### config.mk
export PLATFORM = sky130hd
export DESIGN_NAME = tcce_front
export DESIGN_NICKNAME = d
export VERILOG_FILES = /design/src/rtl/core/tcce_pkg.sv /design/src/rtl/core/tcce_front.sv
export SDC_FILE = /design/constraint.sdc
export NUM_CORES = 1
export LEC_CHECK = 0
export ABC_AREA = 0
export ABC_CLOCK_PERIOD_IN_PS = 2200
export BUFFER_PORTS_ARGS = -buffer_cell sky130_fd_sc_hd__buf_2
export CORE_MARGIN = 1.5
export CORE_UTILIZATION = 30
export CTS_BUF_LIST = sky130_fd_sc_hd__clkbuf_8 sky130_fd_sc_hd__clkbuf_16
export DETAILED_ROUTE_END_ITERATION = 8
export PLACE_DENSITY_LB_ADDON = 0.2
export SLEW_MARGIN = 10
export SYNTH_ARGS = -nofsm -noshare
export SYNTH_HDL_FRONTEND = slang
export SYNTH_SLANG_ARGS = --single-unit
### constraint.sdc
create_clock -name clk -period 2.2 [get_ports clk]
set_input_delay 0.11 -clock clk [delete_from_list [all_inputs] [get_ports clk]]
set_output_delay 0.11 -clock clk [all_outputs]
set_load 0.03 [all_outputs]
### src/rtl/core/tcce_pkg.sv
package tcce_pkg;

    localparam int COLS       = 80;
    localparam int ROWS       = 25;
    localparam int LINE_MAX   = 500;
    localparam int CELL_COUNT = ROWS * COLS;

    localparam int ROW_W  = $clog2(ROWS);
    localparam int COL_W  = $clog2(COLS);
    localparam int ADDR_W = $clog2(CELL_COUNT);
    localparam int LC_W   = $clog2(LINE_MAX);

    // queue depth must be a power of two (pointers wrap naturally)
    localparam int Q_DEPTH = 2;
    localparam int QPTR_W  = $clog2(Q_DEPTH);
    localparam int QCNT_W  = $clog2(Q_DEPTH + 1);

    localparam logic [1:0] CMD_PUT   = 2'd0;
    localparam logic [1:0] CMD_READ  = 2'd1;
    localparam logic [1:0] CMD_CLEAR = 2'd2;

    localparam logic [7:0] CH_NEWLINE   = 8'h0A;
    localparam logic [7:0] CH_BACKSPACE = 8'h08;
    localparam logic [7:0] CH_SPACE     = 8'h20;

    typedef struct packed {
        logic [1:0] command;
        logic [7:0] char_code;
        logic [4:0] read_row;
        logic [6:0] read_col;
    } item_t;

    typedef struct packed {
        logic [4:0] cursor_row;
        logic [6:0] cursor_col;
        logic [7:0] cell_char;
        logic       line_done;
        logic [8:0] line_length;
    } result_t;

    typedef enum logic [2:0] {
        OP_PRINT,
        OP_NEWLINE,
        OP_BACKSPACE,
        OP_READ,
        OP_CLEAR,
        OP_NOP
    } op_kind_t;

    typedef struct packed {
        op_kind_t         kind;
        logic [7:0]       char_code;
        logic [ROW_W-1:0] row;
        logic [COL_W-1:0] col;
    } op_t;

    typedef enum logic [1:0] {
        S_INIT,
        S_IDLE,
        S_READ,
        S_SWEEP
    } back_state_t;

endpackage

### src/rtl/core/tcce_front.sv
module tcce_front (
    input  logic            clk,
    input  logic            rst_n,
    input  logic            start,
    input  tcce_pkg::item_t item,
    input  logic            q_full,
    output logic            busy,
    output logic            push,
    output tcce_pkg::op_t   push_word
);

    logic          valid_reg, valid_next;
    tcce_pkg::op_t word_reg, word_next;
    logic          accept;

    assign busy   = valid_reg && q_full;
    assign accept = start && !busy;
    assign push   = valid_reg && !q_full;
    assign push_word = word_reg;

    // classify the command; an out-of-range read behaves as a no-op
    always_comb
    begin
        word_next           = word_reg;
        if (accept)
        begin
            word_next.char_code = item.char_code;
            word_next.row       = tcce_pkg::ROW_W'(item.read_row);
            word_next.col       = tcce_pkg::COL_W'(item.read_col);
            case (item.command)
                tcce_pkg::CMD_PUT:
                begin
                    if (item.char_code == tcce_pkg::CH_NEWLINE)
                        word_next.kind = tcce_pkg::OP_NEWLINE;
                    else if (item.char_code == tcce_pkg::CH_BACKSPACE)
                        word_next.kind = tcce_pkg::OP_BACKSPACE;
                    else
                        word_next.kind = tcce_pkg::OP_PRINT;
                end
                tcce_pkg::CMD_READ:
                begin
                    if (int'(item.read_row) < tcce_pkg::ROWS &&
                        int'(item.read_col) < tcce_pkg::COLS)
                        word_next.kind = tcce_pkg::OP_READ;
                    else
                        word_next.kind = tcce_pkg::OP_NOP;
                end
                tcce_pkg::CMD_CLEAR: word_next.kind = tcce_pkg::OP_CLEAR;
                default:             word_next.kind = tcce_pkg::OP_NOP;
            endcase
        end
    end

    always_comb
    begin
        if (accept)
            valid_next = 1'b1;
        else if (push)
            valid_next = 1'b0;
        else
            valid_next = valid_reg;
    end

    always_ff @(posedge clk or negedge rst_n)
    begin
        if (!rst_n)
        begin
            valid_reg <= 1'b0;
        end
        else
        begin
            valid_reg <= valid_next;
        end
    end

    always_ff @(posedge clk)
    begin
        word_reg <= word_next;
    end

endmodule

## Word level (Yosys, flattened, before mapping)

Cells that the tools add are included.

- Bits in registers: 24
- Latch bits: 0
- Bits in writable memories: 0
- Memory bits (read-only): 0
- Input bits: 26
- Output and inout bits: 25
- Logic and storage cells: 25
- Memories: 0

- Add/subtract/negate cells: 0
- Multiply operators: 0
- Divide/modulo/power cells: 0
- Order comparisons: 2
- Eq/ne operators: 4
- Shifts and indexed selects: 0
- Multiplexer cells: 6
- Bitwise gates (word level): 0
- Reductions and logical operators: 8

Operator list:

| kind | number |
|---|---|
| == test 8 x 4 -> 1 bit, second input constant | 2 |
| one-hot mux 3 bit (3 select lines) | 1 |
| less-than comparator 7 bit, second input constant | 1 |
| less-than comparator 5 bit, second input constant | 1 |
| logical AND 1 bit | 4 |
| 2-to-1 mux 2 bit | 2 |
| 2-to-1 mux 3 bit | 1 |
| == test 2 x 1 -> 1 bit, second input constant | 1 |
| == test 2 bit, second input constant | 1 |
| zero test 1 bit | 2 |
| zero test 2 bit | 1 |
| 2-to-1 mux 1 bit | 2 |
| nonzero test 2 bit | 1 |

## Logic depth before layout (Yosys ltp)

- Depth in word-level cells: 4
- Gate-level depth with buffers: 3
- Depth with buffers taken out: 3

## Worst setup path before layout

OpenSTA, ideal clock, no wires.

- Path type: register to register
- From: register valid_reg
- To: register word_reg (netlist bit push_word[0]), enable pin
- Setup time: 0.405 ns
- Data arrival time: 1.697 ns
- Data required time: 1.795 ns
- Setup slack: 0.098 ns
- Cell stages (with the launch flop): 3
- Path buffers: 0
- Period minus slack after synthesis: 2.102 ns
- Cells stage by stage: dfrtp_1 > and2_1 > nor2b_1

- Cells in the longest elaborated chain, start to end: 3

RTL lines:

| item | line | text |
|---|---|---|
| start, declared | tcce_front.sv:12 | `logic valid_reg, valid_next;` |
| start signal, assigned | tcce_front.sv:72 | `valid_reg <= valid_next;` |
| logical AND 1 bit | tcce_front.sv:16 | `assign busy = valid_reg && q_full;` |
| via busy | tcce_front.sv:7 | `output logic busy,` |
| zero test 1 bit | tcce_front.sv:17 | `assign accept = start && !busy;` |
| logical AND 1 bit | tcce_front.sv:17 |  |
| via accept | tcce_front.sv:14 | `logic accept;` |
| end signal, assigned | tcce_front.sv:78 | `word_reg <= word_next;` |
| end, declared | tcce_front.sv:13 | `tcce_pkg::op_t word_reg, word_next;` |

The timed path passes the listed nets, and every way through them passes these cells.
A chain may end at the register's enable or synchronous reset.

## Final worst setup path

- From: register valid_reg
- To: register word_reg (netlist bit push_word[19]), enable pin

- Cells in the longest elaborated chain, start to end: 3

RTL lines:

| item | line |
|---|---|
| logical AND 1 bit | tcce_front.sv:16 |
| zero test 1 bit | tcce_front.sv:17 |
| logical AND 1 bit | tcce_front.sv:17 |
| via accept | tcce_front.sv:14 |

The timed path passes the listed nets, and every way through them passes these cells.

==> run_results.csv <==
group,metric,value,unit
pwr,p_clk_frac,0.360,
sta,maxSlewViolCount,0,
sta,rsz0062_at_grt,"no",
finish,largest_reg_flops,23,
clocking,cts-root-buf,"clkbuf_8",
drt,ant_nets,0,
logic_synthesis,seq_area_frac_synth,0.859,
pwr,power.share.sequential,0.512,
hold_path,hold_end,"push_word[0]$_DFFE_PP_",
sta,post-route-period-util,0.578,
logic_synthesis,ys_seq_elements,24,
logic_synthesis,synth_warnings,0,
global_route,grt_usage,0.111,
finish,nFillCells,248,
drt,first_pass_iters,1,
finish,area_growth,46.7,%
drt,drc,0,
logic_synthesis,synth_xor_area_frac,0,
placement,place_hpwl,1210,microns
logic_synthesis,synth-simple-area-share,0.0961,
setup_path,rrSetupSlack,0.93,ns
setup_path,path_buf_inv,1,
floorplanning,die_x,55.7,microns
pwr,power_density,856,nW/um^2
floorplanning,core,2540,sq um
pwr,switching_share,0.219,
floorplanning,die_y,55.7,microns
logic_synthesis,synth.net_count,65,
placement,gp_congestion,0.723,
clocking,clock_sinks,24,
status,status,"complete, no violations",
clocking,tritoncts,"done",
hold_path,hold_path_depth,1,
logic_synthesis,syn_area,833,sq um
drt,drt_iter0_drc,0,
setup_path,r2r-start,"valid_reg$_DFFE_PN0P_",
drt,routedWlPerCell,12.6,microns
logic_synthesis,syn_inst,39,
setup_path,crit_family,"flip-flops",
global_route,grt.overflow.total,0,
hold_path,min-delay-start,"item[0]",
drt,routed_wl,1590,microns
finish,fin_util,0.480,
finish,drive_gt1_frac,0.615,
run,maxCapViolCount,0,
setup_path,arrival,1.22,ns
sta,finalHoldViolCount,0,
sta,tightest_slew,0.290,ns
placement,io_buffers,50,
sta,relSlewSlack,0.807,
hold_path,hold_class,"in -> reg",
finish,final_cell_mix,"buf_2 (50), edfxtp_1 (23), clkbuf_8 (3), nor4b_1 (2), dlygate4sd3_1 (2)",
finish,fin_cells,126,
global_route,grt_pass1_wl,2580,microns
clocking,numCtsBuffers,3,
logic_synthesis,synth_adder_area_share,0,
setup_path,worst_path_largest_cell_delay,0.38,ns
setup_path,startpoint_type,"flop",
clocking,path_clk_slew,0.08,ns
global_route,antenna_found_initial,0,
drt,num_vias,565,
placement,place_inst,120,
logic_synthesis,synth_top_family_by_area,"simple AND/OR/NAND/NOR gates",
drt,vias_per_cell,4.48,
setup_path,worstReg2RegEnd,"push_word[19]$_DFFE_PP_",
sta,fin_tns_setup,0,ns
floorplanning,io_pins,51,
pwr,power.switching,229,uW
pwr,peakVddDrop,0.000706,V
setup_path,worstPathMaxFanout,23,
setup_path,cp.required,2.14,ns
logic_synthesis,avgSynthCellArea,21.4,sq um
finish,n_antenna_cell,0,
sta,fmax,786,MHz
floorplanning,die_area,3100,sq um
finish,final_common_cell,"buf_2",
finish,nets,123,
clocking,clkLatencyLatePin,0.26,ns
pwr,p_leak,0.000510,uW
setup_path,endpoint_kind,"flop",
global_route,grt_max_degree,24,
sta,clock_skew,0.00430,ns
floorplanning,core.rowCount,18,
pwr,power,1050,uW
clocking,clk_path_buf_depth,2,
floorplanning,start_util,0.327,
setup_path,rr_worst_depth,3,
logic_synthesis,ys_types,15,
sta,period_needed,1.27,ns
logic_synthesis,synth-compound-area-share,0.0405,
pwr,pwr-share-comb,0.127,
clocking,htreeDepth,1,
setup_path,worst_path_max_delay_cell,"dfrtp_1",
pwr,p_int,818,uW
setup_path,path_cells,"and2_1, nor2b_2, buf_4",
sta,finalSetupViolations,0,
sta,whs,0.0213,ns
setup_path,criticalPathCategory,"reg -> reg",
global_route,grt_pass1_vias,600,
logic_synthesis,synthMuxAreaShare,0,
==> Yosys cell counts, drive strengths merged <==
cell / n / share of area
nor4: 1 / 0.026
nor3: 1 / 0.0060
nor4b: 2 / 0.021
nor2: 1 / 0.0075
edfxtp: 23 / 0.83
o211ai: 2 / 0.024
nor2b: 2 / 0.015
nand3: 1 / 0.0060
or2: 1 / 0.0075
dfrtp: 1 / 0.030
a31o: 1 / 0.011
and2: 1 / 0.0075
inv: 1 / 0.0045
a21oi: 1 / 0.0060
==> cell families (layout without fill, tap and decap cells) <==
group / Yosys count / count (layout)
compound gates: 4 / 4
flops: 24 / 24
buf+inv: 1 / 58
simple gates: 10 / 10
==> worst max-delay path by stage <==
stage | from | to | cells after the start
global route | valid_reg$_DFFE_PN0P_ | push_word[19]$_DFFE_PP_ | 3
global placement | valid_reg$_DFFE_PN0P_ | push_word[13]$_DFFE_PP_ | 3
CTS | valid_reg$_DFFE_PN0P_ | push_word[20]$_DFFE_PP_ | 3
floorplan | valid_reg$_DFFE_PN0P_ | push_word[0]$_DFFE_PP_ | 2
detailed placement | valid_reg$_DFFE_PN0P_ | push_word[12]$_DFFE_PP_ | 3
finish | valid_reg$_DFFE_PN0P_ | push_word[19]$_DFFE_PP_ | 3
==> metrics by stage <==
step | instance area, sq um | worst slack (ns)
final | 1220 | 0.928
after global routing | 1220 | 0.879
after CTS | 1210 | 0.927
after detailed placement | 1130 | 0.940
after global placement | 1130 | 0.980
after floorplan | 833 | 0.0981
==> power by group through the flow <==
stage                     Clock, uW  Sequential [uW]  Combinational (uW)
after floorplan                   0              596                24.6
after global placement            0              547                 132
after detailed placement          0              547                 132
after CTS                       390              537                 134
after global routing            408              539                 142
final                           377              537                 133
==> worst register-to-register path: cells and delay by family, from the launching register on <==
family | cells | cell delay (ns)
flops | 1 | 0.38
buf+inv | 1 | 0.29
simple gates | 2 | 0.27
==> layer usage <==
layer	up-vias	part of all wire	GRT usage
li1	268	-	-
met1	266	0.38	0.114
met2	31	0.52	0.189
met3	0	0.10	0.0628
met4	0	0	0.0418
met5	-	0	0
==> final cells by class <==
class,instances,area (sq um),share of cell area
Tap cell,30,37.5,0.0307
Timing Repair Buffer,53,278,0.227
Clock inverter,1,30.0,0.0246
Multi-Input combinational cell,14,116,0.0952
Sequential cell,24,716,0.585
Inverter,1,3.75,0.00307
Clock buffer,3,41.3,0.0338
==> repair_timing <==
item,4_1_cts,5_1_grt
resized for setup,0,0
hold buffers,1,1
endpoints found under the hold margin,1,1
setup buffers,0,0
Power figures use the tool's default switching activity.
