`src/rtl/core/tcce_pkg.sv`:
```
package tcce_pkg;

    localparam int COLS       = 80;
    localparam int ROWS       = 25;
    localparam int LINE_MAX   = 500;
    localparam int CELL_COUNT = ROWS * COLS;

    localparam int ROW_W  = $clog2(ROWS);
    localparam int COL_W  = $clog2(COLS);
    localparam int ADDR_W = $clog2(CELL_COUNT);
    localparam int LC_W   = $clog2(LINE_MAX);

    // queue depth must be a power of two (pointers wrap naturally)
    localparam int Q_DEPTH = 2;
    localparam int QPTR_W  = $clog2(Q_DEPTH);
    localparam int QCNT_W  = $clog2(Q_DEPTH + 1);

    localparam logic [1:0] CMD_PUT   = 2'd0;
    localparam logic [1:0] CMD_READ  = 2'd1;
    localparam logic [1:0] CMD_CLEAR = 2'd2;

    localparam logic [7:0] CH_NEWLINE   = 8'h0A;
    localparam logic [7:0] CH_BACKSPACE = 8'h08;
    localparam logic [7:0] CH_SPACE     = 8'h20;

    typedef struct packed {
        logic [1:0] command;
        logic [7:0] char_code;
        logic [4:0] read_row;
        logic [6:0] read_col;
    } item_t;

    typedef struct packed {
        logic [4:0] cursor_row;
        logic [6:0] cursor_col;
        logic [7:0] cell_char;
        logic       line_done;
        logic [8:0] line_length;
    } result_t;

    typedef enum logic [2:0] {
        OP_PRINT,
        OP_NEWLINE,
        OP_BACKSPACE,
        OP_READ,
        OP_CLEAR,
        OP_NOP
    } op_kind_t;

    typedef struct packed {
        op_kind_t         kind;
        logic [7:0]       char_code;
        logic [ROW_W-1:0] row;
        logic [COL_W-1:0] col;
    } op_t;

    typedef enum logic [1:0] {
        S_INIT,
        S_IDLE,
        S_READ,
        S_SWEEP
    } back_state_t;

endpackage

```
`src/rtl/core/tcce_queue.sv`:
```
module tcce_queue (
    input  logic          clk,
    input  logic          rst_n,
    input  logic          push,
    input  tcce_pkg::op_t push_word,
    input  logic          pop,
    output logic          full,
    output logic          empty,
    output tcce_pkg::op_t head
);

    tcce_pkg::op_t                 slot_reg [tcce_pkg::Q_DEPTH];
    logic [tcce_pkg::QPTR_W-1:0]   wptr_reg, wptr_next;
    logic [tcce_pkg::QPTR_W-1:0]   rptr_reg, rptr_next;
    logic [tcce_pkg::QCNT_W-1:0]   cnt_reg, cnt_next;

    assign full  = (int'(cnt_reg) == tcce_pkg::Q_DEPTH);
    assign empty = (cnt_reg == '0);
    assign head  = slot_reg[rptr_reg];

    always_comb
    begin
        wptr_next = push ? wptr_reg + 1'b1 : wptr_reg;
        rptr_next = pop  ? rptr_reg + 1'b1 : rptr_reg;
        cnt_next  = cnt_reg;
        if (push && !pop)
            cnt_next = cnt_reg + 1'b1;
        else if (pop && !push)
            cnt_next = cnt_reg - 1'b1;
    end

    always_ff @(posedge clk or negedge rst_n)
    begin
        if (!rst_n)
        begin
            wptr_reg <= '0;
            rptr_reg <= '0;
            cnt_reg  <= '0;
        end
        else
        begin
            wptr_reg <= wptr_next;
            rptr_reg <= rptr_next;
            cnt_reg  <= cnt_next;
        end
    end

    always_ff @(posedge clk)
    begin
        if (push)
        begin
            slot_reg[wptr_reg] <= push_word;
        end
    end

endmodule

```
`config.mk`:
```
export PLATFORM = sky130hd
export DESIGN_NAME = tcce_queue
export DESIGN_NICKNAME = d
export VERILOG_FILES = /design/src/rtl/core/tcce_pkg.sv /design/src/rtl/core/tcce_queue.sv
export SDC_FILE = /design/constraint.sdc
export NUM_CORES = 1
export LEC_CHECK = 0
export ABC_CLOCK_PERIOD_IN_PS = 2500
export BUFFER_PORTS_ARGS = -buffer_cell sky130_fd_sc_hd__buf_2
export CORE_UTILIZATION = 37
export DETAILED_ROUTE_END_ITERATION = 8
export GPL_TIMING_DRIVEN = 0
export PLACE_DENSITY_LB_ADDON = 0.2
export SLEW_MARGIN = 20
export SYNTH_ARGS = -nofsm -noshare
export SYNTH_HDL_FRONTEND = slang
export SYNTH_SLANG_ARGS = --single-unit
```
`constraint.sdc`:
```
create_clock -name clk -period 2.5 [get_ports clk]
set_input_delay 0.5 -clock clk [delete_from_list [all_inputs] [get_ports clk]]
set_output_delay 0.5 -clock clk [all_outputs]
set_load 0.02 [all_outputs]
```
After elaboration in Yosys (flattened, before gate mapping)
Memories as Yosys holds them, arrays and structs flattened.
Index checks and enable logic that the tools add are counted.

word-level totals
  RAM bits = 46
  register bits after elaboration = 4
  memories = 1

memory list
  memory    words  bits a word  read ports  clocked after Yosys merged registers in  wr ports  line              text
  slot_reg  2      23           1           0                                        1         tcce_queue.sv:12  tcce_pkg::op_t slot_reg [tcce_pkg::Q_DEPTH];

cells by class
  add/subtract/negate cells = 4
  reduce and logical (&&, ||, !) cells = 6
  mux-type cells = 4
  eq/ne operators = 1

operator list
  operator                                          number
  two-way mux 2 bit                                 2
  adder 1 bit, second input constant                2
  adder 2 x 1 -> 2 bit, second input constant       1
  == test 2 bit, second input constant              1
  logical AND 1 bit                                 2
  zero test 1 bit                                   2
  zero test 2 bit                                   1
  two-way mux 1 bit                                 2
  nonzero test 2 bit                                1
  subtractor 2 x 1 -> 2 bit, second input constant  1

Logic depth before layout (Yosys ltp)
Gate-level depths: netlist (run 1).

  depth in word-level cells = 4
  gate-level depth with buffers = 5
  depth with buffers taken out = 5

Least setup slack after synthesis (run 1)
Ideal clock, no wire load.

  path kind = input -> register
  from = in push
  to = mem slot_reg[0][0] in the netlist's numbering (enable)
  arrival time = 1.563 ns
  path buffers = 0
  setup time = 0.405 ns
  slack = 0.531 ns
  stages on the path = 1
  path through = nor2b_1

on the way
  word-level cells in the longest chain between the ends = 2

ends and longest elaborated chain
  item                                     line              text
  start, declared                          tcce_queue.sv:4   input logic push,
  two-way mux 1 bit                        tcce_queue.sv:50  if (push)
  two-way mux 1 bit (implied by the code)  tcce_queue.sv:52  slot_reg[wptr_reg] <= push_word;
  end, declared                            tcce_queue.sv:12

No other way between the ends.

==> results by group, run 1 <==
Hold path
  – Hold Path Cell Cnt: 1
  – HP Class: in2reg

Synthesis
  – Simple-gate share of the synthesized area: 0.0135
  – Adder-Cell Fraction of Synth Area: 0.00642
  – Mapped Cells: 88
  – Compound-cell area share of the yosys netlist: 0
  – Ys Warns: 0
  – Syn_area_per_cell: roughly 22 µm²
  – Synth unique cells: 13
  – Largest family of logic cells by synthesized area: multiplexers
  – Post-Synth XOR/XNOR Area: 0.0225
  – Synth Cell Area: around 2000 µm²
  – Post-synthesis sequential area ratio: 0.760
  – Net Count, Synth: between 100 and 150
  – Yosys reg bits: 50
  – Multiplexer share of the synthesized area: 0.169

Floorplan
  – IO Pins: 52
  – Number of cell rows: 26
  – DIE AREA: between 5000 and 6000 µm²
  – Die height: about 75 µm
  – Core Area: around 5100 µm²
  – Overall die width: around 75 µm
  – Initial Util: 0.384

STA
  – RSZ-0062 raised after global routing: no
  – Worst-Margin Slew: between 0.6 and 0.7 ns
  – Endpoints failing setup: 0
  – Skew final: around 0.0074 ns
  – Tmin final: approximately 1.9 ns
  – Period utilisation layout: 0.769
  – Setup TNS: 0 ns
  – Final worst slack: 0.578 ns
  – Fin. Hold Viols: 0
  – F_max: approximately 520 MHz
  – Slew HR: 0.550
  – Final slew viol count: 0

Finish
  – Nets: about 180
  – Reg area: around 1500 µm²
  – Largest register FFs: between 40 and 50
  – Area of the multi-input gates: approximately 420 µm²
  – Filler cells: 466
  – Final Util: 0.473
  – Antenna cells: 0
  – Design Area, Final: between 2000 and 2500 µm²
  – Final std cells w/o fill: around 220
  – Share of cells above drive strength 1: 0.574
  – Area delta synth->final: 23.2%

CTS
  – Clock sink total: 50
  – H-tree depth: 2
  – Number of buffers created by CTS: 5
  – Cts repair resizes: 0
  – Clk Tree Root Cell: clkbuf_8
  – Clock Path Buffers: 2
  – CTS tree: built
  – Clock slew at reported path FFs: 0.08 ns
  – Latest clock arrival within the worst-skew pair: about 0.30 ns

GRT
  – Initial antenna violation count: 0
  – GRT Util Overall: 0.113
  – Largest net degree at the start of global routing: 24
  – Vias in the first global route: ~1,000
  – First-pass GRT wire length: 4.39 mm
  – GRT Residual Overflow: 0

Setup path
  – R2R Setup Slk: 1.12 ns
  – Worst-path cell with the longest stage delay: dfrtp_1
  – WP data required: ~2.0 ns
  – R2R depth: 1
  – Critical Path Max Stage Delay: about 0.38 ns
  – Instance count on the critical path: 4
  – Crit path max fanout: 10
  – Critical Path Sink Type: output port
  – Delay-heaviest family, CP: buffers and inverters
  – Critical path type: reg2out
  – CP startpoint kind: flip-flop
  – Buf/Inv on CP: 3
  – Arr. time, crit path: between 1 and 1.5 ns
  – Worst path cell trace: buf_6 > buf_12 > mux2_4 > buf_2

Run
  – Maxcap violations: 0

Placement
  – I/O Buffers: 51
  – Placed cell area: 2300 µm²
  – Final GP Congestion: just under 0.7
  – Placed cells: between 200 and 250
  – DP Worst Slack: between 0.5 and 0.6 ns

Power
  – P per Cell Area: around 1100 nW/µm²
  – P_leak: just under 1 nW
  – Max IR drop VDD: about 540 µV

Routing
  – Avg WL per Cell: roughly 14 µm
  – Via density: 4.39
  – Initial drt markers: 24
  – Antenna Nets Post-Route: 0
  – DRC Markers: 0
  – Routed WL: ~3.0 mm
  – Via count: around 960
  – Pre-Repair DR Iteration Count: 2

Status
  – Status: completed
worst paths after layout:
kind                                        startpoint                   endpoint
worst max-delay path              rptr_reg$_DFFE_PN0P_                    head[5]
worst min-delay path                      push_word[1]   slot_reg[0][1]$_DFFE_PP_
worst max register to register    wptr_reg$_DFFE_PN0P_  slot_reg[0][16]$_DFFE_PP_
worst min register to register  cnt_reg[1]$_DFFE_PN0P_     cnt_reg[1]$_DFFE_PN0P_
max in group asynchronous                        rst_n       rptr_reg$_DFFE_PN0P_
min in group asynchronous                        rst_n     cnt_reg[0]$_DFFE_PN0P_
area by class of cell:
type | instances | share of cell area
inverter | 1 | 0.00156
timing repair buffer | 52 | 0.110
sequential | 50 | 0.617
buffer | 3 | 0.0214
clock buffer | 8 | 0.0375
tap | 70 | 0.0365
multi-input combinational | 34 | 0.176
metrics by stage:
step,total power [W],hold WS (ns)
after floorplan,0.00198,0.204
after global placement,0.00223,0.303
after detailed placement,0.00226,0.310
after CTS,0.00273,0.377
after global routing,0.00281,0.375
final,0.00268,0.385
cells in the final DEF (no fill, tap or decap):
cell            n
and2_2          1
buf_12          2
buf_2          51
buf_6           1
clkbuf_1        2
clkbuf_8        6
dfrtp_1         4
dlygate4sd3_1   1
edfxtp_1       46
ha_1            1
inv_1           1
mux2_2          4
mux2_4         19
nor2_1          2
nor2b_1         1
nor2b_4         1
xnor2_1         1
xor2_1          4
cell families (layout without fill, tap and decap cells):
kind of cell / after synthesis / in the layout
adders and majority gates: 1 / 1
muxes: 23 / 23
and+or+nand+nor: 5 / 5
buffers and inverters: 4 / 64
DFF: 50 / 50
xor gates and xnor gates: 5 / 5
metal layers:
layer  vias to the layer above  GRT usage  routed length, µm
met5                         -          0                  0
met4                         0     0.0692                 58
met3                         8     0.0352                161
met2                        35      0.209               1580
met1                       465      0.109               1160
li1                        450          -                  -
synthesized netlist by cell type, drive strengths merged:
master,count,area share
edfxtp,46,0.71
mux2,23,0.17
dfrtp,4,0.051
xor2,4,0.018
buf,3,0.026
nor2,2,0.0039
nor2b,2,0.0064
and2,1,0.0032
ha,1,0.0064
inv,1,0.0019
xnor2,1,0.0045
repair_timing:
action | 4_1_cts | 5_1_grt
hold buffers | 1 | 0
buffers inserted | 0 | 0
hold endpoints to repair | 4 | 0
report_power, final:
group / leakage (nW) / switching [W] / internal [W]
Clock: 0.0455 / 0.000241 / 0.000226
Sequential: 0.478 / 0.0000673 / 0.00112
Combinational: 0.453 / 0.000540 / 0.000491
Total: 0.977 / 0.000848 / 0.00184
Power figures use the tool's default switching activity.
==> inputs of run 2 (changes only) <==
--- a/config.mk
+++ b/config.mk
@@ -5,7 +5,7 @@
 export SDC_FILE = /design/constraint.sdc
 export NUM_CORES = 1
 export LEC_CHECK = 0
-export ABC_CLOCK_PERIOD_IN_PS = 2500
+export ABC_CLOCK_PERIOD_IN_PS = 1600
 export BUFFER_PORTS_ARGS = -buffer_cell sky130_fd_sc_hd__buf_2
 export CORE_UTILIZATION = 37
 export DETAILED_ROUTE_END_ITERATION = 8
==> constraint.sdc (replaced) <==
create_clock -name clk -period 1.6 [get_ports clk]
set_input_delay 0.32 -clock clk [delete_from_list [all_inputs] [get_ports clk]]
set_output_delay 0.32 -clock clk [all_outputs]
set_load 0.02 [all_outputs]
==> results by group, run 2 (synthesized netlist as in run 1, its figures left out) <==
Routing
  – Routed WL: roughly 3.0 mm
  – Via density: approximately 4.4
  – Via count: 974
  – Antenna Nets Post-Route: 0
  – Avg WL per Cell: 13.7 µm
  – DRC Markers: 0
  – Pre-Repair DR Iteration Count: 4
  – Initial drt markers: 12

Floorplan
  – DIE AREA: 5560 µm²
  – Die height: around 75 µm
  – Overall die width: ~75 µm
  – Core Area: between 5000 and 6000 µm²
  – Number of cell rows: 26
  – IO Pins: 52
  – Initial Util: 0.384

Finish
  – Area delta synth->final: 31.7%
  – Design Area, Final: 2570 µm²
  – Commonest non-fill, non-tap cells in the layout: edfxtp_1, buf_2, buf_6
  – Nets: around 180
  – Largest register FFs: 46
  – Share of cells above drive strength 1: 0.596
  – Antenna cells: 0
  – Most common cell after layout, fill and taps aside: edfxtp_1
  – Filler cells: between 400 and 500

STA
  – Worst-Margin Slew: between 0.6 and 0.7 ns
  – Slew HR: 0.539
  – Setup TNS: -2.35 ns
  – Final slew viol count: 0
  – Period utilisation layout: 1.07
  – RSZ-0062 raised after global routing: yes
  – Fin. Hold Viols: 0
  – Final worst slack: -0.111 ns
  – Tmin final: between 1.5 and 2 ns
  – Endpoints failing setup: 23
  – Skew final: roughly 0.0089 ns
  – F_max: slightly below 600 MHz

Status
  – Status: finished, violations left
  – Failing checks: setup timing

CTS
  – H-tree depth: 2
  – Clk Tree Root Cell: clkbuf_8
  – CTS tree: built
  – Clock sink total: 50
  – Clock slew at reported path FFs: ~0.090 ns
  – Clock Path Buffers: 2
  – Latest clock arrival within the worst-skew pair: ~0.30 ns
  – Number of buffers created by CTS: 5

Placement
  – HPWL after detailed placement: a little over 2 mm
  – DP Worst Slack: -0.169 ns
  – Placed cell area: 2300 µm²
  – I/O Buffers: 51
  – Final GP Congestion: 0.576

Setup path
  – CP startpoint kind: flip-flop
  – Critical Path Sink Type: output port
  – Arr. time, crit path: 1.39 ns
  – Crit path max fanout: 10
  – WP data required: 1.28 ns
  – Critical path type: reg2out
  – R2R depth: 1

Power
  – Max IR drop VDD: around 900 µV
  – Pwr Total: ~0.0047 W
  – P per Cell Area: 1820 nW/µm²
  – P_leak: 1.05 nW

GRT
  – Initial antenna violation count: 0
  – Vias in the first global route: approximately 1,000
  – GRT Residual Overflow: 0
  – Largest net degree at the start of global routing: 24
  – GRT Util Overall: 0.119
  – First-pass GRT wire length: between 4 and 5 mm

Run
  – Maxcap violations: 0

Hold path
  – Hold Path Cell Cnt: 1
  – HP Class: in2reg
run 2: changes by cell type in the layout (fill, tap and decap cells not counted), sizes merged:
| cell | before | now |
|---|---|---|
| buf | 54 | 57 |
| bufinv | 0 | 1 |
| clkbuf | 8 | 5 |
| clkinv | 0 | 2 |
run 2: final timing paths:
path | from | endpoint | slack (ns)
max | rptr_reg$_DFFE_PN0P_ | head[13] | -0.11
min | push_word[2] | slot_reg[1][2]$_DFFE_PP_ | 0.21
max reg2reg | wptr_reg$_DFFE_PN0P_ | slot_reg[0][18]$_DFFE_PP_ | 0.20
min reg2reg | cnt_reg[1]$_DFFE_PN0P_ | cnt_reg[1]$_DFFE_PN0P_ | 0.52
max in group asynchronous | rst_n | rptr_reg$_DFFE_PN0P_ | 1.14
min in group asynchronous | rst_n | wptr_reg$_DFFE_PN0P_ | 0.34
run 2: cell type report:
type / count / area (µm²) / area share
repair buffers: 55 / 413 / 0.161
clock inverters: 3 / 40.0 / 0.0156
multi-input cells: 34 / 422 / 0.164
well taps: 70 / 87.6 / 0.0341
plain buffers: 3 / 51.3 / 0.0200
inverters: 1 / 3.75 / 0.00146
clock buffers: 5 / 68.8 / 0.0268
flip-flops and latches: 50 / 1480 / 0.577
run 2: stage by stage:
| step | util | cells | hold WS, ns |
|---|---|---|---|
| floorplan | - | 88 | 0.0244 |
| global placement | 0.452 | 209 | 0.124 |
| detailed placement | 0.453 | 209 | 0.130 |
| CTS | 0.503 | 220 | 0.196 |
| global route | 0.506 | 221 | 0.179 |
| finish | 0.506 | 221 | 0.207 |
run 2: metal layers:
| layer | vias to the layer above | routed length (µm) | share of wire | global-route usage |
|---|---|---|---|---|
| li1 | 455 | - | - | - |
| met1 | 477 | 1150 | 0.38 | 0.117 |
| met2 | 35 | 1620 | 0.54 | 0.211 |
| met3 | 7 | 203 | 0.067 | 0.0528 |
| met4 | 0 | 53 | 0.018 | 0.0566 |
| met5 | - | 0 | 0 | 0 |
run 2: report_power, final:
group          total, W  switching (W)  internal, W
combinational   0.00197       0.000915      0.00106
sequential      0.00185       0.000105      0.00175
clock          0.000840       0.000380     0.000460
run 2: timing repair:
action / CTS / global route
hold buffers: 1 / 0
endpoints found under the setup margin: 46 / 23
buffers inserted: 2 / 1
endpoints found under the hold margin: 4 / 0
gates resized for setup: 39 / 2
run 2: critical path, cell delays in order, from the launching register on:
cell     delay, ns
dfrtp_1       0.38
buf_6         0.13
buf_12        0.14
mux2_4        0.30
buf_6         0.13
